## config.mk

```make
export PLATFORM = sky130hd
export DESIGN_NAME = pnbh_fifo
export DESIGN_NICKNAME = d
export VERILOG_FILES = /design/src/pnbh_fifo.sv
export SDC_FILE = /design/constraint.sdc
export NUM_CORES = 1
export LEC_CHECK = 0
export BUFFER_PORTS_ARGS = -buffer_cell sky130_fd_sc_hd__buf_2
export CELL_PAD_IN_SITES_DETAIL_PLACEMENT = 1
export CELL_PAD_IN_SITES_GLOBAL_PLACEMENT = 1
export CORE_ASPECT_RATIO = 1.2
export CORE_MARGIN = 10
export CORE_UTILIZATION = 46
export DETAILED_ROUTE_END_ITERATION = 10
export GPL_TIMING_DRIVEN = 0
export PLACE_DENSITY = 0.86
export SLEW_MARGIN = 25
export SYNTH_ARGS = -nofsm -noshare
export SYNTH_HDL_FRONTEND = slang
export SYNTH_SLANG_ARGS = --single-unit
```

## constraint.sdc

```tcl
create_clock -name clk -period 1.73 [get_ports clk]
set_input_delay 0.2595 -clock clk [delete_from_list [all_inputs] [get_ports clk]]
set_output_delay 0.2595 -clock clk [all_outputs]
set_load 0.005 [all_outputs]
```

## src/pnbh_fifo.sv

```systemverilog
`default_nettype none
// ----------------------------------------------------------------------------
// Small register FIFO
// Holds commands between front and back end, and results before the output.
// ----------------------------------------------------------------------------
module pnbh_fifo #(
  parameter int WIDTH = 8,
  parameter int DEPTH = 4
) (
  input  logic                       clk,
  input  logic                       rst,
  input  logic                       push,
  input  logic [WIDTH-1:0]           push_data,
  input  logic                       pop,
  output logic [WIDTH-1:0]           pop_data,
  output logic [$clog2(DEPTH+1)-1:0] count,
  output logic                       full,
  output logic                       empty
);

  localparam int AW    = (DEPTH > 1) ? $clog2(DEPTH) : 1;
  localparam int CNT_W = $clog2(DEPTH + 1);

  logic [WIDTH-1:0] mem [DEPTH];
  logic [AW-1:0]    wr_ptr;
  logic [AW-1:0]    rd_ptr;

  always_ff @(posedge clk) begin
    if (rst) begin
      wr_ptr <= '0;
      rd_ptr <= '0;
      count  <= '0;
    end else begin
      if (push) begin
        wr_ptr <= (wr_ptr == AW'(DEPTH - 1)) ? '0 : wr_ptr + AW'(1);
      end
      if (pop) begin
        rd_ptr <= (rd_ptr == AW'(DEPTH - 1)) ? '0 : rd_ptr + AW'(1);
      end
      case ({push, pop})
        2'b10:   count <= count + CNT_W'(1);
        2'b01:   count <= count - CNT_W'(1);
        default: count <= count;
      endcase
    end
  end

  always_ff @(posedge clk) begin
    if (push) begin
      mem[wr_ptr] <= push_data;
    end
  end

  assign pop_data = mem[rd_ptr];
  assign full     = (count == CNT_W'(DEPTH));
  assign empty    = (count == '0);

endmodule
`default_nettype wire

```

Word level (Yosys, flattened, before mapping). Memory sizes are Yosys's and may differ from the RTL's. A register that Yosys moved wholly into a read port is not among the register bits. Index checks and enable logic that the tools add are counted.

Add/sub/neg operators: 4. Equality and inequality tests: 5. Mux-type cells: 7. Reduce and logical (&&, ||, !) cells: 2.

Operator list (number): 2-to-1 mux 2 bit (4); equality test 2 bit (second input constant) (3); case mux 3 bit (2 select lines) (1); adder 2 x 1 -> 2 bit (second input constant) (2); adder 3 x 1 -> 3 bit (second input constant) (1); equality test 3 bit (second input constant) (1); logical NOT 3 bit (1); subtractor 3 x 1 -> 3 bit (second input constant) (1); equality test 2 x 1 -> 1 bit (second input constant) (1); 2-to-1 mux 1 bit (2); nonzero test 2 bit (1).

Register bits: 7. RAM bits: 32. Word-level logic and storage cells: 22. Memories: 1.

Memories: mem (words 4, width 8, read ports 1, clocked after Yosys merged registers in 1, write ports 1, line 24) `logic [WIDTH-1:0] mem [DEPTH];`.

Depth between registers and ports, before layout.
Word-level depth: 4. Mapped depth: 7. Depth with buffers taken out: 7.

Worst setup path after synthesis. Ideal clock, no wire load.

Kind: input-to-reg. From: input push. To: register count[2]. Setup time: 0.070 ns. Data arrival time: 1.458 ns. Data required time: 1.660 ns. Path slack: 0.202 ns. Stages: 7. Path buffers: 0. Cell sequence: inv_1 -> ha_1 -> inv_1 -> fa_1 -> xor2_1 -> or3_1 -> a21oi_1.

Word-level cells in the longest chain between the ends: 2. Elaborated cells between the ends (all ways): 4. Classes of those cells: eq/ne: 2; mux: 1; reduce/logical: 1.

RTL lines: start: declaration (line 12) `input logic push,`; equality test 2 x 1 -> 1 bit / equality test 2 bit (equally long branches) (line 40) `case ({push, pop})`; case mux 3 bit (2 select lines) / nonzero test 2 bit (equally long branches); end signal: assignment (line 41) `2'b10: count <= count + CNT_W'(1);`; end signal: assignment (line 42) `2'b01: count <= count - CNT_W'(1);`; end signal: assignment (line 43) `default: count <= count;`; end: declaration (line 16) `output logic [$clog2(DEPTH+1)-1:0] count,`.

Parallel ways exist; a longest one is shown, timed or not. A chain may end at the register's enable or synchronous reset.

==> report_table.html <==
<table>
<tr><th>Metric</th><th>Value</th></tr>
<tr><th colspan="2">Power and ir drop</th></tr>
<tr><td>Share of total power consumed by net switching</td><td>21.2%</td></tr>
<tr><td>Worst IR Drop VDD</td><td>between 0.8 and 0.9 mV</td></tr>
<tr><td>Power density over cell area</td><td>1140 nW/um^2</td></tr>
<tr><td>Fraction of power consumed by sequential logic</td><td>52.9%</td></tr>
<tr><td>Combinational fraction of design power</td><td>10.7%</td></tr>
<tr><td>Net switching power figure</td><td>0.457 mW</td></tr>
<tr><td>Clock power share</td><td>36.4%</td></tr>
<tr><td>Leakage dissipation</td><td>0.721 nW</td></tr>
<tr><td>Pint</td><td>1.70 mW</td></tr>
<tr><th colspan="2">Floorplanning</th></tr>
<tr><td>Placeable core area</td><td>3340 um^2</td></tr>
<tr><td>Width of the die</td><td>73.9 um</td></tr>
<tr><td>Die extent in y</td><td>84.7 um</td></tr>
<tr><td>Initial cell density of the core</td><td>48.1%</td></tr>
<tr><td>Standard-cell rows</td><td>23</td></tr>
<tr><td>Ports placed on the boundary</td><td>25</td></tr>
<tr><td>Area of the die</td><td>6260 um^2</td></tr>
<tr><th colspan="2">Drt</th></tr>
<tr><td>Antenna Nets Post-Route</td><td>0</td></tr>
<tr><td>Post-DR wirelength/cell</td><td>20.0 um</td></tr>
<tr><td>Pre-antenna DRT Iters</td><td>3</td></tr>
<tr><td>DRC violation total after the first TritonRoute iteration</td><td>28</td></tr>
<tr><td>Via density</td><td>roughly 5.3</td></tr>
<tr><td>Residual DRC</td><td>0</td></tr>
<tr><td>Total via count in the routed design</td><td>842</td></tr>
<tr><td>Total detailed-routing wirelength</td><td>3190 um</td></tr>
<tr><th colspan="2">CTS</th></tr>
<tr><td>Clock transition at path regs</td><td>70 ps</td></tr>
<tr><td>Root buffer selected by CTS</td><td>sky130_fd_sc_hd__clkbuf_8</td></tr>
<tr><td>Depth of the CTS H-tree</td><td>2</td></tr>
<tr><td>Setup Buffers After CTS</td><td>0</td></tr>
<tr><td>Clock latency on the worst-skew pair</td><td>290 ps</td></tr>
<tr><td>Number of clock sinks</td><td>41</td></tr>
<tr><td>Number of hold buffers added after CTS</td><td>0</td></tr>
<tr><td>Clock buffer depth</td><td>2</td></tr>
<tr><td>CTS tree</td><td>built</td></tr>
<tr><td>Number of buffers created by CTS</td><td>5</td></tr>
<tr><th colspan="2">Logic synthesis</th></tr>
<tr><td>Count of synthesis-stage warnings from yosys</td><td>0</td></tr>
<tr><td>Most area-consuming cells after synthesis</td><td>sky130_fd_sc_hd__edfxtp_1 60%, sky130_fd_sc_hd__dfxtp_1 11%, sky130_fd_sc_hd__mux4_2 11%</td></tr>
<tr><td>Net Count, Synth</td><td>109</td></tr>
<tr><td>Leading cell types by count after synthesis</td><td>32 x sky130_fd_sc_hd__edfxtp_1, 9 x sky130_fd_sc_hd__dfxtp_1, 8 x sky130_fd_sc_hd__mux4_2</td></tr>
<tr><td>Leading cell type by number of instances after synthesis</td><td>sky130_fd_sc_hd__edfxtp_1</td></tr>
<tr><td>Count of flip-flops with a built-in enable after synthesis</td><td>32</td></tr>
<tr><td>Area of the mapped netlist</td><td>1610 um^2</td></tr>
<tr><td>Netlist cell types</td><td>18</td></tr>
<tr><td>Flip-flop and latch count after synthesis</td><td>between 40 and 50</td></tr>
<tr><td>Sequential area share after synthesis</td><td>71.1%</td></tr>
<tr><td>Synthesized area per cell</td><td>17.8 um^2</td></tr>
<tr><td>Async set-or-reset flop fraction in the synthesized netlist</td><td>0%</td></tr>
<tr><td>Top flip-flop cell by instance count after synthesis</td><td>sky130_fd_sc_hd__edfxtp_1</td></tr>
<tr><td>Top cell type by total area after synthesis</td><td>sky130_fd_sc_hd__edfxtp_1</td></tr>
<tr><td>Synth Instances</td><td>90</td></tr>
<tr><td>Fraction of post-synthesis cell area in the top cell type by area</td><td>roughly 60%</td></tr>
<tr><th colspan="2">Place</th></tr>
<tr><td>Final weighted congestion in routability-driven placement</td><td>between 0.6 and 0.7</td></tr>
<tr><td>Half-perimeter wire length after detailed placement</td><td>between 2000 and 2500 um</td></tr>
<tr><td>Area of placed instances</td><td>1770 um^2</td></tr>
<tr><td>Port bufs</td><td>24</td></tr>
<tr><td>Pre-CTS setup slack</td><td>-68.5 ps</td></tr>
<tr><th colspan="2">Worst setup path</th></tr>
<tr><td>Worst flop-to-flop path startpoint</td><td>count[0]$_SDFFE_PP0P_</td></tr>
<tr><td>Top fanout value on the critical path</td><td>8</td></tr>
<tr><td>CP startpoint kind</td><td>flop</td></tr>
<tr><td>Number of cell instances on the worst register-to-register path</td><td>5</td></tr>
<tr><td>Critical path capture point type</td><td>output pin</td></tr>
<tr><td>Crit path DAT</td><td>about 1400 ps</td></tr>
<tr><td>Start-to-end type of the worst setup path</td><td>reg -&gt; out</td></tr>
<tr><td>Data required time of the worst path</td><td>1470 ps</td></tr>
<tr><th colspan="2">Global route</th></tr>
<tr><td>Number of antenna violations at the first check in global routing</td><td>0</td></tr>
<tr><td>GRT met3 Usage</td><td>under 10%</td></tr>
<tr><td>GR Util All Layers</td><td>a little over a tenth</td></tr>
<tr><td>Met2 track demand over resource</td><td>18.0%</td></tr>
<tr><td>Global-route wire length before repair</td><td>between 5000 and 6000 um</td></tr>
<tr><td>Layer carrying the most global-route usage</td><td>met2</td></tr>
<tr><td>Via count of the first global-routing pass</td><td>946</td></tr>
<tr><td>Met1 usage in global routing</td><td>approximately 11%</td></tr>
<tr><td>Maximum number of pins on one net before global-route repair</td><td>13</td></tr>
<tr><td>Total congestion overflow after global routing</td><td>0</td></tr>
<tr><th colspan="2">STA</th></tr>
<tr><td>Transition at the pin with the smallest max-transition slack</td><td>~480 ps</td></tr>
<tr><td>Final worst setup slack</td><td>38.3 ps</td></tr>
<tr><td>Max-slew violation count</td><td>0</td></tr>
<tr><td>Setup-violating endpoint count in the final report</td><td>0</td></tr>
<tr><td>Setup clock skew after layout</td><td>7.72 ps</td></tr>
<tr><td>Number of hold-slack violations in the final timing report</td><td>0</td></tr>
<tr><td>Max-slew headroom</td><td>roughly 68%</td></tr>
<tr><td>Upper clock frequency limit</td><td>591 MHz</td></tr>
<tr><td>Time the worst path needs with I/O delays and setup</td><td>1690 ps</td></tr>
<tr><td>Setup total negative slack</td><td>0 ps</td></tr>
<tr><td>Setup repair after global routing missed its margin</td><td>yes</td></tr>
<tr><td>Share of the cycle needed by the critical path after routing</td><td>97.8%</td></tr>
<tr><th colspan="2">Min path</th></tr>
<tr><td>Launch instance of the worst min-delay path</td><td>push_data[6]</td></tr>
<tr><td>Worst hold path type</td><td>in -&gt; reg</td></tr>
<tr><td>Number of stages on the worst hold path</td><td>1</td></tr>
<tr><th colspan="2">Outcome</th></tr>
<tr><td>Result of the run</td><td>complete, no violations</td></tr>
<tr><th colspan="2">Finish</th></tr>
<tr><td>Diodes inserted</td><td>0</td></tr>
<tr><td>NumNets Final</td><td>140</td></tr>
<tr><td>Share of layout cells above drive strength 1</td><td>34.4%</td></tr>
<tr><td>Layout Area Growth over Synthesis</td><td>18.2%</td></tr>
<tr><td>End-of-flow core utilization</td><td>56.9%</td></tr>
<tr><td>Final standard cell area without fillers</td><td>1900 um^2</td></tr>
<tr><th colspan="2">Flow run</th></tr>
<tr><td>Max-capacitance violation count</td><td>0</td></tr>
</table>
sequential cells by signal, indices dropped and copies added (netlist names), named ones only:
register	count
mem	32
wr_ptr	2
rd_ptr	2
count	3
stage by stage:
| step | power [mW] | cells | hold slack, ps |
|---|---|---|---|
| finish | 2.16 | 159 | 185 |
| global route | 2.25 | 159 | 175 |
| CTS | 2.18 | 159 | 175 |
| detailed placement | 1.39 | 151 | 483 |
| global placement | 1.37 | 151 | 469 |
| floorplan | 1.28 | 90 | 329 |
per-layer routing:
| layer | part of all wire [%] | up-vias |
|---|---|---|
| met4 | 1.5 | 0 |
| met3 | 6.3 | 4 |
| met2 | 53 | 28 |
| met5 | 0 | - |
| met1 | 39 | 416 |
| li1 | - | 394 |
path summary, 6_finish.rpt:
| kind | slack (ps) | end |
|---|---|---|
| worst max-delay path | 40 | pop_data[1] |
| worst min-delay path | 190 | mem[0][6]$_DFFE_PP_ |
| worst max register to register | 150 | count[2]$_SDFFE_PP0P_ |
| worst min register to register | 540 | count[2]$_SDFFE_PP0P_ |
layout by cell type, fill, tap and decap left out, drive strengths merged:
master	count
nor2	7
clkbuf	8
and2	4
buf	25
mux4	8
or3	1
and3	1
bufinv	1
dfxtp	9
a21oi	4
edfxtp	32
inv	7
mux2i	2
nor3b	2
nor3	1
fa	1
o21ai	1
xor2	2
ha	6
power groups by stage:
stage / Sequential (mW) / Combinational [mW] / Clock [mW]
detailed placement: 1.16 / 0.232 / 0
global route: 1.15 / 0.261 / 0.846
CTS: 1.14 / 0.235 / 0.804
finish: 1.14 / 0.230 / 0.785
global placement: 1.15 / 0.215 / 0
floorplan: 1.15 / 0.130 / 0
cells by family (layout without fill, tap and decap cells):
group / Yosys count / after routing / share of synthesized area [%]
fa+ha+maj: 7 / 7 / 5.92
flops: 41 / 41 / 71.1
simple gates: 16 / 16 / 5.22
xor+xnor: 2 / 2 / 1.09
compound gates: 5 / 5 / 1.56
buf+inv: 9 / 41 / 2.65
mux: 10 / 10 / 12.5
worst max-delay path: stages (launching register included):
cell                      delay, ps
sky130_fd_sc_hd__dfxtp_2        340
sky130_fd_sc_hd__buf_12         140
sky130_fd_sc_hd__mux4_2         510
sky130_fd_sc_hd__buf_2          150
area by class of cell:
class / count / area (um^2)
Buffer: 2 / 25.0
Clock buffer: 7 / 86.3
Clock inverter: 1 / 30.0
Fill cell: 319 / 1440
Inverter: 7 / 26.3
Multi-Input combinational cell: 40 / 422
Sequential cell: 41 / 1140
Tap cell: 37 / 46.3
Timing Repair Buffer: 24 / 120
timing repair:
| item | in CTS | in global routing |
|---|---|---|
| resized for setup | 1 | 2 |
| gates cloned | 0 | 0 |
| endpoints found under the setup margin | 1 | 8 |
Power figures use the tool's default switching activity.
