`src/pnbh_pkg.sv`:
```
`default_nettype none
// ----------------------------------------------------------------------------
// Nibble bigram histogram package
// Shared constants, operation codes and the command format that travels from
// the front end to the counter back end.
// ----------------------------------------------------------------------------
package pnbh_pkg;

  localparam int COUNT_WIDTH_DEFAULT = 16;

  localparam int SYMBOL_COUNT = 16;
  localparam int NIB_W        = $clog2(SYMBOL_COUNT);
  localparam int CELL_W       = 2 * NIB_W;
  localparam int CELL_COUNT   = SYMBOL_COUNT * SYMBOL_COUNT;

  localparam int NUM_LAYERS = 3;
  localparam int NUM_KINDS  = 3;

  // Pair kinds, each counted in a bank of its own.
  localparam int KIND_BYTE  = 0;  // high then low nibble of the current byte
  localparam int KIND_CROSS = 1;  // previous low nibble then current high nibble
  localparam int KIND_HELD  = 2;  // high then low nibble of the held first byte

  localparam int              OUT_W   = 18;
  localparam logic [OUT_W-1:0] OUT_MAX = '1;

  localparam int CMD_QUEUE_DEPTH = 4;
  localparam int OUT_QUEUE_DEPTH = 4;
  localparam int OUT_COUNT_W     = $clog2(OUT_QUEUE_DEPTH + 1);

  localparam logic [1:0] OP_DATA  = 2'd0;
  localparam logic [1:0] OP_READ  = 2'd1;
  localparam logic [1:0] OP_CLEAR = 2'd2;

  localparam logic [1:0] LAYER_UNUSED = 2'd3;

  localparam logic [1:0] SEL_SUM = 2'd0;
  localparam logic [1:0] SEL_L3  = 2'd1;
  localparam logic [1:0] SEL_L4  = 2'd2;
  localparam logic [1:0] SEL_L7  = 2'd3;

  localparam logic [1:0] PHASE_IDLE = 2'd0;
  localparam logic [1:0] PHASE_HELD = 2'd1;
  localparam logic [1:0] PHASE_RUN  = 2'd2;

  typedef enum logic [1:0] {
    CMD_BUMP,
    CMD_READ,
    CMD_CLEAR
  } cmd_kind_t;

  typedef struct packed {
    cmd_kind_t                       kind;
    logic [1:0]                      layer;
    logic [NUM_KINDS-1:0]            en;
    logic [NUM_KINDS-1:0][CELL_W-1:0] addr;
  } cmd_t;

  localparam int CMD_W = $bits(cmd_t);

endpackage
`default_nettype wire

```
`src/pnbh_front.sv`:
```
`default_nettype none
// ----------------------------------------------------------------------------
// Histogram front end
// Accepts transactions, tracks the open segment and turns reads, clears and
// each later byte of a counted segment into a command naming cells to bump.
// ----------------------------------------------------------------------------
module pnbh_front (
  input  logic          clk,
  input  logic          rst,
  input  logic          in_valid,
  output logic          in_ready,
  input  logic [1:0]    op,
  input  logic [7:0]    data_byte,
  input  logic [1:0]    layer,
  input  logic          segment_start,
  input  logic [3:0]    row_nibble,
  input  logic [3:0]    col_nibble,
  input  logic          queue_full,
  input  logic          init_busy,
  output logic          cmd_push,
  output pnbh_pkg::cmd_t cmd
);

  import pnbh_pkg::*;

  logic [7:0] held_byte;
  logic [7:0] held_byte_next;
  logic [3:0] prev_lo;
  logic [3:0] prev_lo_next;
  logic [1:0] phase;
  logic [1:0] phase_next;
  logic [1:0] cur_layer;
  logic [1:0] cur_layer_next;
  logic       accept;

  assign in_ready = !queue_full && !init_busy;
  assign accept   = in_valid && in_ready;

  always_comb begin
    held_byte_next = held_byte;
    prev_lo_next   = prev_lo;
    phase_next     = phase;
    cur_layer_next = cur_layer;
    cmd_push       = 1'b0;
    cmd            = '0;
    cmd.kind       = CMD_BUMP;
    if (accept) begin
      case (op)
        OP_DATA: begin
          if (segment_start || phase == PHASE_IDLE) begin
            // A lone first byte forms no pair yet; keep it for later.
            held_byte_next = data_byte;
            prev_lo_next   = data_byte[3:0];
            cur_layer_next = layer;
            phase_next     = PHASE_HELD;
          end else begin
            cmd.kind             = CMD_BUMP;
            cmd.layer            = cur_layer;
            cmd.addr[KIND_BYTE]  = data_byte;
            cmd.addr[KIND_CROSS] = {prev_lo, data_byte[7:4]};
            cmd.addr[KIND_HELD]  = held_byte;
            cmd.en[KIND_BYTE]    = 1'b1;
            cmd.en[KIND_CROSS]   = 1'b1;
            cmd.en[KIND_HELD]    = (phase == PHASE_HELD);
            cmd_push             = (cur_layer != LAYER_UNUSED);
            prev_lo_next         = data_byte[3:0];
            phase_next           = PHASE_RUN;
          end
        end
        OP_READ: begin
          cmd.kind            = CMD_READ;
          cmd.addr[KIND_BYTE] = {row_nibble, col_nibble};
          cmd_push            = 1'b1;
        end
        OP_CLEAR: begin
          cmd.kind = CMD_CLEAR;
          cmd_push = 1'b1;
        end
        default: begin
        end
      endcase
    end
  end

  always_ff @(posedge clk) begin
    if (rst) begin
      held_byte <= '0;
      prev_lo   <= '0;
      phase     <= PHASE_IDLE;
      cur_layer <= '0;
    end else begin
      held_byte <= held_byte_next;
      prev_lo   <= prev_lo_next;
      phase     <= phase_next;
      cur_layer <= cur_layer_next;
    end
  end

endmodule
`default_nettype wire

```
`config.mk`:
```
export PLATFORM = sky130hd
export DESIGN_NAME = pnbh_front
export DESIGN_NICKNAME = d
export VERILOG_FILES = /design/src/pnbh_pkg.sv /design/src/pnbh_front.sv
export SDC_FILE = /design/constraint.sdc
export NUM_CORES = 1
export LEC_CHECK = 0
export BUFFER_PORTS_ARGS = -buffer_cell sky130_fd_sc_hd__clkbuf_2
export CAP_MARGIN = 0
export CORE_ASPECT_RATIO = 0.8
export CORE_UTILIZATION = 39
export CTS_CLUSTER_SIZE = 14
export DETAILED_ROUTE_END_ITERATION = 10
export PLACE_DENSITY = 0.81
export SLEW_MARGIN = 20
export SYNTH_ARGS = -nofsm -noshare
export SYNTH_HDL_FRONTEND = slang
export SYNTH_SLANG_ARGS = --single-unit
```
`constraint.sdc`:
```
create_clock -name clk -period 2.2 [get_ports clk]
set_input_delay 0.44 -clock clk [delete_from_list [all_inputs] [get_ports clk]]
set_output_delay 0.44 -clock clk [all_outputs]
set_load 0.1 [all_outputs]
```
* After elaboration in Yosys (flattened, before gate mapping)
Cells that the tools add are included.
** Word-level totals
- Register bits after elaboration :: 16
- Logic and storage cells :: 27
- Output and inout bits :: 33
- Input port bits :: 26
** Cells by class
- Eq/ne operators :: 4
- Reduce and logical (&&, ||, !) cells :: 10
- Mux-type cells :: 9
** Operators by type and width (number)
- $mux 31 :: 1
- $mux 29 :: 1
- $mux 21 :: 1
- $pmux 8 s2 :: 1
- $pmux 2 s3 :: 1
- $eq 2x1->1 const B :: 2
- $logic_not 2->1 :: 2
- $reduce_and 3->1 :: 1
- $eq 2x2->1 const B :: 1
- $logic_and 1x1->1 :: 2
- $logic_not 1->1 :: 2
- $mux 1 :: 2
- $mux 2 :: 1
- $ne 2x2->1 const B :: 1
- $pmux 1 s2 :: 1
- $reduce_and 2->1 :: 1
- $reduce_or 2->1 :: 1
- $logic_or 1x1->1 :: 1

* Logic depth before layout (Yosys ltp)
Gate-level depths: netlist of run 1.
- Depth in word-level cells :: 5
- Gate-level depth with buffers :: 7
- Gate-level depth less buffers :: 5

* Worst setup path after synthesis of run 1
OpenSTA, ideal clock, no wires.
- Path kind :: in2out
- Start point :: in init_busy
- End point :: out cmd_push
- Setup slack :: -2.540 ns
- Path buffers :: 0
- Data arrival time :: 4.300 ns
- Data required time :: 1.760 ns
- Cell stages on the path :: 3
- Cells stage by stage :: nor2_1 > nand2_1 > nor3_1
** Between the ends
- Longest elaborated chain between the ends :: 4
** Ends and longest elaborated chain
- start, declared :: line pnbh_front.sv:19 : input logic init_busy,
- $logic_not 1->1 :: line pnbh_front.sv:36 : assign in_ready = !queue_full && !init_busy;
- $logic_and 1x1->1 :: line pnbh_front.sv:36
- $logic_and 1x1->1 :: line pnbh_front.sv:37 : assign accept = in_valid && in_ready;
- $mux 1 :: line pnbh_front.sv:47 : if (accept) begin
- end, declared :: line pnbh_front.sv:20 : output logic cmd_push,
Every way passes these cells.

==> metrics.csv, run 1 <==
metric,value,unit
status,"complete, no violations",
register area share after synthesis,0.304,
Reg power frac,0.475,
worst-path fanout max,15,
most used routing layer,met2,
net count after synthesis,150,
row count,16,
drt pass-1 iters,4,
worst vdd ir,0.348,mV
hold_buf cts,0,
"commonest non-fill, non-tap cell in the layout",buf_12,
Synth area leader,dfxtp_1,
Port Buf Inserts,58,
Root Driver,clkbuf_4,
GR Layer Usage met1,0.272,
setup repair after global routing missed its margin,false,
final worst path period share,0.970,
clock sink count,16,
vias in the first global route,1057,
buffer and inverter count on the worst path,4,
Sw Share,0.280,
Worst Tran Pin Value,542,ps
Synth Register Bits,16,
full die area,2910,um^2
Clk network pwr share,0.305,
Final Util,0.814,
Die Height,48.5,um
post-DP HPWL,2570,um
final setup fails,0,
Final Max Tran Viols,0,
Placer Congestion,0.746,
crit-path max cell delay,310,ps
area grow syn2layout,93.3,%
share of the synthesized area in the top cell type,0.304,
CTS tree,yes,
total power divided by cell area,305,nW/um^2
Worst slew margin,0.640,
dpl ws,-61.4,ps
Netlist cell types,22,
Static Leak,0.843,nW
Detail Route Antenna Nets,0,
CP max-delay cell,and4bb_4,
WP data required,1760,ps
clock skew,2.11,ps
Max clock buf depth,2,
IO Count,59,
Tmin final,2130,ps
arrival time worst endpoint,1690,ps
post-CTS setup buffers,0,
total CTS buffers,3,
vias per cell,5.00,
starting density of the core,0.421,
crit start category,input port,
drt wl/cell,14.5,um
first-pass GRT wire length,5050,um
P_sw,0.000174,W
max_cap viols,0,
"Worst Path Class, Setup",in2out,
# diodes,0,
fin nets,208,
GR Layer Usage met2,0.427,
Synth Cell Area,1050,um^2
most frequent cells in the layout,"buf_12, clkbuf_2, nand2b_1, and3_2, dfxtp_1",
TNS Setup,0,ps
largest cells by area after synthesis,"dfxtp_1, mux2i_1, and3_1",
Clock transition at path regs,90,ps
setup ws final,66.3,ps
Final Hold Viols,0,
"critical path, cell by cell","clkbuf_2, inv_12, ha_4, and4bb_4, buf_12, and3_2, buf_12",
cell repeated most along the worst path,buf_12,
Vias,1061,
largest net degree at the start of global routing,28,
Comb pwr share,0.220,
GR met3 Demand/Resource,0.0508,
CORE AREA,2500,um^2
DRC violations left,0,
total grt overflow,0,
"Clk Latency, worst-skew pair",280,ps
Yosys warnings,0,
Chip Width,60.1,um
share of cells above drive strength 1,0.602,
P_int,0.000447,W
Hold WC Path Type,in2reg,
Synth Area per Inst,8.85,um^2
Synth Instances,119,
DRT iter0 DRCs,23,
final wirelength,3070,um
Tot GR Track Use,0.227,
"CP delay by family, top",buffers and inverters,
critical path endpoint category,primary output,
H-tree depth,1,
Achievable Freq,0.469,GHz
initial antenna violation count,0,
-- registers in the layout, summed over array words and instances (netlist names) --
signal     flops
held_byte      8
prev_lo        4
cur_layer      2
phase          2
-- per-layer routing --
metal / wire length (um) / up-vias
met1: 1190 / 497
met3: 155 / 0
met4: 0 / 0
met5: 0 / -
met2: 1720 / 31
li1: - / 533
-- tightest hold or removal path, delay by kind of cell --
family,cells,cell delay (ps)
buffers and inverters,1,80
muxes,1,60
and+or+nand+nor,1,60
-- cells by family after synthesis --
family                     synth area share
DFF                                   0.304
AOI/OAI and AO/OA                    0.0820
muxes                                 0.143
and+or+nand+nor                       0.342
adders and majority gates            0.0594
buffers and inverters                0.0701
-- layout make-up --
cell class	instances	area [um^2]
Tap cell	36	45.0
Sequential cell	16	320
Clock buffer	4	36.3
Multi-Input combinational cell	91	815
Timing Repair Buffer	63	796
Fill cell	139	465
Inverter	2	25.0
-- cells in the mapped netlist (all sizes together) --
cell / n
a31o: 3
a31oi: 1
dfxtp: 16
clkbuf: 4
a32oi: 5
nor2b: 1
mux2i: 15
inv: 2
nand2b: 20
nor3: 2
ha: 5
o21ba: 1
and2: 2
nor2: 12
nand2: 2
and4bb: 1
buf: 6
and3: 20
and3b: 1
-- stage by stage --
| step | cell area, um^2 | std cells | hold WS, ps | total power, W |
|---|---|---|---|---|
| after floorplan | 1220 | 119 | 444 | 0.000383 |
| after global placement | 1990 | 208 | 457 | 0.000431 |
| after detailed placement | 1990 | 208 | 473 | 0.000438 |
| after CTS | 2030 | 212 | 407 | 0.000626 |
| after global routing | 2040 | 212 | 407 | 0.000646 |
| final | 2040 | 212 | 405 | 0.000621 |
-- final timing paths --
kind           startpoint           end  slack [ps]  cells past startpoint
max                 op[1]       cmd[13]          70                      7
max reg2reg      phase[1]  held_byte[2]         710                      4
min reg2reg  held_byte[0]  held_byte[0]         480                      2
min              layer[0]  cur_layer[0]         410                      3
-- repair_timing --
item	CTS	global route
endpoints found under the setup margin	19	11
resized for setup	2	1
hold endpoints to repair	0	0
-- power by group through the flow --
stage	sequential, W	combinational [W]	clock [W]
after detailed placement	0.000302	0.000136	0
after CTS	0.000295	0.000137	0.000194
final	0.000295	0.000137	0.000189
after floorplan	0.000301	0.0000822	0
after global routing	0.000296	0.000147	0.000204
after global placement	0.000302	0.000130	0
No activity file was read; power rests on OpenSTA's default activity.
==> run 2, diff against run 1 <==
Settings changed: CTS_BUF_LIST set to sky130_fd_sc_hd__clkbuf_16.
==> run 2 against run 1 <==
  * First-iteration DRC count is 13% higher
  * Critical path depth unchanged
  * Clock skew about the same
  * Via count up 2.1%
  * Non-clock buffer count stayed put
  * Critical endpoint unchanged
  * Hold slack improved by 41 ps
  * Total power up 27%
  * Core utilization up 1.7 points
  * Critical path type unchanged
  * Register-to-register slack hardly changed
  * Design area grew 2.1%
==> metrics.csv, run 2 (synthesis gave the netlist of run 1 again) <==
metric,value,unit,change
status,"complete, no violations",,
CTS tree,yes,,
WP data required,1760,ps,about the same
CORE AREA,2500,um^2,unchanged
worst vdd ir,0.402,mV,+16%
vias in the first global route,1084,,+2.6%
worst hold start,layer[0],,
top flop regs,"held_byte x8, prev_lo x4",,
"commonest non-fill, non-tap cell in the layout",buf_12,,
fin nets,208,,unchanged
Final Max Tran Viols,0,,unchanged
Worst Tran Pin Value,542,ps,-0.675 ps
Reg2Reg Launch Point,phase[1],,
post-DP HPWL,2570,um,unchanged
Clock transition at path regs,50,ps,-40 ps
Hold WC Path Type,in2reg,,
Final Hold Viols,0,,unchanged
IO Count,59,,unchanged
TNS Setup,0,ps,unchanged
final setup fails,0,,unchanged
Detail Route Antenna Nets,0,,unchanged
crit start category,input port,,
setup ws final,69.1,ps,+2.82 ps
Chip Width,60.1,um,unchanged
# diodes,0,,unchanged
DP Cell Count,208,,unchanged
Vias,1083,,+2.1%
"Most flops, register",held_byte,,
arrival time worst endpoint,1690,ps,about the same
full die area,2910,um^2,unchanged
total grt overflow,0,,unchanged
starting density of the core,0.421,,unchanged
share of cells above drive strength 1,0.597,,-0.00568
Root Driver,clkbuf_16,,
first-pass GRT wire length,5430,um,+7.5%
worst hold margin,446,ps,+40.9 ps
"Clk Latency, worst-skew pair",240,ps,-40 ps
drt pass-1 iters,4,,unchanged
FF-to-FF End,held_byte[2],,
hold_buf cts,0,,unchanged
Tmin final,2130,ps,-2.82 ps
Port Buf Inserts,58,,unchanged
Worst slew margin,0.640,,about the same
"Worst Path Class, Setup",in2out,,
Largest register FFs,8,,unchanged
critical path endpoint category,primary output,,
worst-path fanout max,15,,unchanged
total CTS buffers,3,,unchanged
most frequent cells in the layout,"buf_12, clkbuf_2, nand2b_1, and3_2, dfxtp_1",,
Tot GR Track Use,0.250,,+0.0229
R2R depth,4,,unchanged
DRC violations left,0,,unchanged
row count,16,,unchanged
initial antenna violation count,0,,unchanged
area grow syn2layout,97.4,%,
post-CTS setup buffers,0,,unchanged
Hold Crit Depth,3,,unchanged
largest net degree at the start of global routing,28,,unchanged
Static Leak,0.861,nW,+2.1%
clock sink count,16,,unchanged
Achievable Freq,0.469,GHz,+0.13%
"Endpoint, Worst Hold",cur_layer[0],,
total power divided by cell area,380,nW/um^2,+24%
"Cell Count, Final, Fillers Out",212,,unchanged
max_cap viols,0,,unchanged
dpl ws,-61.4,ps,unchanged
H-tree depth,1,,unchanged
Max clock buf depth,2,,unchanged
final worst path period share,0.969,,-0.00128
Placer Congestion,0.746,,unchanged
DRT iter0 DRCs,26,,+13%
vias per cell,5.11,,+2.1%
drt wl/cell,15.4,um,+6.5%
Die Height,48.5,um,unchanged
setup repair after global routing missed its margin,false,,
Reg2Reg Setup Slack,710,ps,about the same
final wirelength,3270,um,+6.5%
clock skew,2.56,ps,+0.443 ps
run 2: worst max-delay path by stage:
stage,from,to,slack [ps]
floorplan,queue_full,cmd_push,-300
global placement,op[1],cmd[15],30
detailed placement,op[1],cmd[28],-60
CTS,op[1],cmd[13],6
global route,op[1],cmd[28],7
finish,op[1],cmd[13],70
run 2: layer usage:
metal  vias to the layer above  GRT usage  wire length, um
li1                        531          -                -
met4                         0     0.0465               12
met2                        33      0.469             1840
met5                         -          0                0
met1                       517      0.280             1250
met3                         2     0.0561              163
run 2: worst max-delay path: stages:
cell and delay (ps):
clkbuf_2 170, inv_12 90, ha_4 130, and4bb_4 310
buf_12 150, and3_2 220, buf_12 180
run 2: final cells by class:
cell class / count / area (um^2)
clock inverter: 1 / 3.75
sequential: 16 / 320
timing repair buffer: 63 / 796
multi-input combinational: 91 / 815
fill: 130 / 423
clock buffer: 3 / 75.1
tap: 36 / 45.0
inverter: 2 / 25.0
run 2: stage by stage:
stage               instance area, um^2   util  total power, W
floorplan                          1220      -        0.000383
detailed placement                 1990  0.796        0.000438
finish                             2080  0.831        0.000789
global route                       2080  0.831        0.000812
CTS                                2070  0.827        0.000791
global placement                   1990  0.796        0.000431
run 2: repair_timing:
action                                  4_1_cts  5_1_grt
endpoints found under the setup margin       19       20
endpoints found under the hold margin         0        0
gates resized for setup                       1        2
run 2: where the power goes:
group	internal (W)	total (W)	switching [W]
logic	0.0000536	0.000138	0.0000843
clock network	0.000241	0.000356	0.000114
registers	0.000294	0.000296	0.00000217
total	0.000589	0.000789	0.000201
==> run 3, diff against run 2 <==
Settings changed: CELL_PAD_IN_SITES_DETAIL_PLACEMENT set to 0, CELL_PAD_IN_SITES_GLOBAL_PLACEMENT set to 2, CORE_UTILIZATION 39 to 25, PLACE_DENSITY 0.81 to 0.92.
Clock period 2.2 ns to 2.7 ns, I/O delays scaled along.
==> run 3 against run 2 <==
  * Non-clock buffer count shrank 2
  * Setup slack improved by 170 ps
  * Combinational power is 25% lower
  * Design area shrank 4.0%
  * Final cell count up 8.0%
  * Register-to-register slack better by 570 ps
  * Global-route usage is 11 points lower
  * Routed wire length shrank 8.2%
  * Clock-buffer cell count is the same
  * Flip-flop and latch count is the same
  * Core utilization down 32 points
  * Via count shrank 2.7%
  * Critical endpoint is now cmd[12]
==> metrics.csv, run 3 (synthesis gave the netlist of run 1 again) <==
metric,value,unit,change
final wirelength,3000,um,-8.2%
row count,20,,+4
max_cap viols,0,,unchanged
clock skew,4.05,ps,+1.49 ps
first-pass GRT wire length,4730,um,-13%
Root Driver,clkbuf_16,,
"Clk Latency, worst-skew pair",250,ps,about the same
Die Height,60.1,um,+24%
placed cell areas,1920,um^2,-3.6%
hold_buf cts,0,,unchanged
H-tree depth,1,,unchanged
worst hold margin,469,ps,+22.3 ps
post-CTS setup buffers,0,,unchanged
crit-path max cell delay,310,ps,about the same
"Worst Path Class, Setup",in2out,,
WP data required,2160,ps,+400 ps
final setup fails,0,,unchanged
Tot Pwr,0.000634,W,-20%
drt wl/cell,13.1,um,-15%
total grt overflow,0,,unchanged
Placer Congestion,0.763,,+2.2%
vias per cell,4.60,,-9.9%
# diodes,0,,unchanged
"commonest non-fill, non-tap cell in the layout",buf_12,,
total CTS buffers,3,,unchanged
Sequential Area,320,um^2,unchanged
IO Count,59,,unchanged
drt pass-1 iters,4,,unchanged
"critical path, cell by cell","clkbuf_2, inv_1, ha_1, and4bb_1, buf_4, and3_1, buf_12",,
Worst Tran Pin Value,542,ps,+0.929 ps
critical path endpoint category,primary output,,
TNS Setup,0,ps,unchanged
share of cells above drive strength 1,0.471,,-0.125
crit start category,input port,,
most frequent cells in the layout,"buf_12, clkbuf_2, nand2b_1, and3_1, dfxtp_1",,
"CP delay by family, top",buffers and inverters,,
Largest register FFs,8,,unchanged
"Cell Count, Final, Fillers Out",229,,+8.0%
final worst path period share,0.910,,
GR Layer Usage met1,0.179,,-0.101
Achievable Freq,0.407,GHz,
DP Cell Count,225,,+8.2%
starting density of the core,0.270,,-0.151
worst-path fanout max,15,,unchanged
Final Hold Viols,0,,unchanged
Final Max Tran Viols,0,,unchanged
"Design Area, Final",2000,um^2,-4.0%
CP max-delay cell,and4bb_1,,
Layout fillers,365,,+180%
CORE AREA,3900,um^2,+56%
buffer and inverter count on the worst path,4,,unchanged
total power divided by cell area,318,nW/um^2,-16%
CTS tree,yes,,
Max clock buf depth,2,,unchanged
Tot GR Track Use,0.142,,-0.108
arrival time worst endpoint,1920,ps,+230 ps
DRT iter0 DRCs,35,,+35%
Hold WC Path Type,reg2reg,,
vias in the first global route,1042,,-3.9%
most used routing layer,met2,,
Clock transition at path regs,50,ps,about the same
fin nets,206,,-0.96%
largest net degree at the start of global routing,28,,unchanged
Worst slew margin,0.640,,about the same
Static Leak,0.859,nW,-0.25%
Vias,1054,,-2.7%
Detail Route Antenna Nets,0,,unchanged
worst vdd ir,0.222,mV,-45%
GR Layer Usage met2,0.220,,-0.249
Chip Width,74.6,um,+24%
cts repair resizes,0,,-1
DRC violations left,0,,unchanged
top flop regs,"held_byte x8, prev_lo x4",,
setup repair after global routing missed its margin,false,,
full die area,4480,um^2,+54%
Tmin final,2460,ps,
area grow syn2layout,89.5,%,
initial antenna violation count,0,,unchanged
GR met3 Demand/Resource,0.0523,,-0.00387
clock sink count,16,,unchanged
post-DP HPWL,2420,um,-5.9%
status,"complete, no violations",,
Port Buf Inserts,58,,unchanged
Multi-input gate area,758,um^2,-6.9%
"Most flops, register",held_byte,,
-- run 3: changes by cell type in the layout (fill, tap and decap cells not counted), moves of 2 or more --
cell	previous run	this run
and3_2	17	3
inv_1	0	2
and3_4	3	0
clkbuf_2	26	28
and3_1	0	17
buf_4	6	3
-- run 3: path summary, 6_finish.rpt --
check,startpoint,endpoint,slack (ps),cells past startpoint
min reg2reg,held_byte[5],held_byte[5],470,2
max reg2reg,phase[1],held_byte[3],1280,3
max,op[1],cmd[12],240,7
min,held_byte[5],held_byte[5],470,2
-- run 3: per-layer routing --
layer  up-vias  routed length [um]  share of wire
li1        528                   -              -
met1       478                1310           0.44
met2        40                1420           0.47
met3         8                 194          0.065
met4         0                  70          0.023
met5         -                   0              0
-- run 3: stage by stage --
stage	worst slack, ps	util
floorplan	-16.7	-
global placement	315	0.491
detailed placement	259	0.491
CTS	248	0.512
global route	152	0.512
finish	243	0.512
-- run 3: layout make-up --
cell class	count	area share
clock buffer	3	0.0376
clock inverter	1	0.00188
inverter	2	0.00376
multi-input combinational	91	0.380
sequential	16	0.160
tap	55	0.0345
timing repair buffer	61	0.382
-- run 3: worst min-delay path: stages (launching register included) --
cell	delay (ps)
dfxtp_1	310
nand2b_1	60
mux2i_1	50
-- run 3: where the power goes --
part           internal, W  switching, W  total [W]
logic            0.0000398     0.0000630   0.000103
clock network     0.000197     0.0000939   0.000290
registers         0.000240    0.00000158   0.000241
total             0.000476      0.000159   0.000634
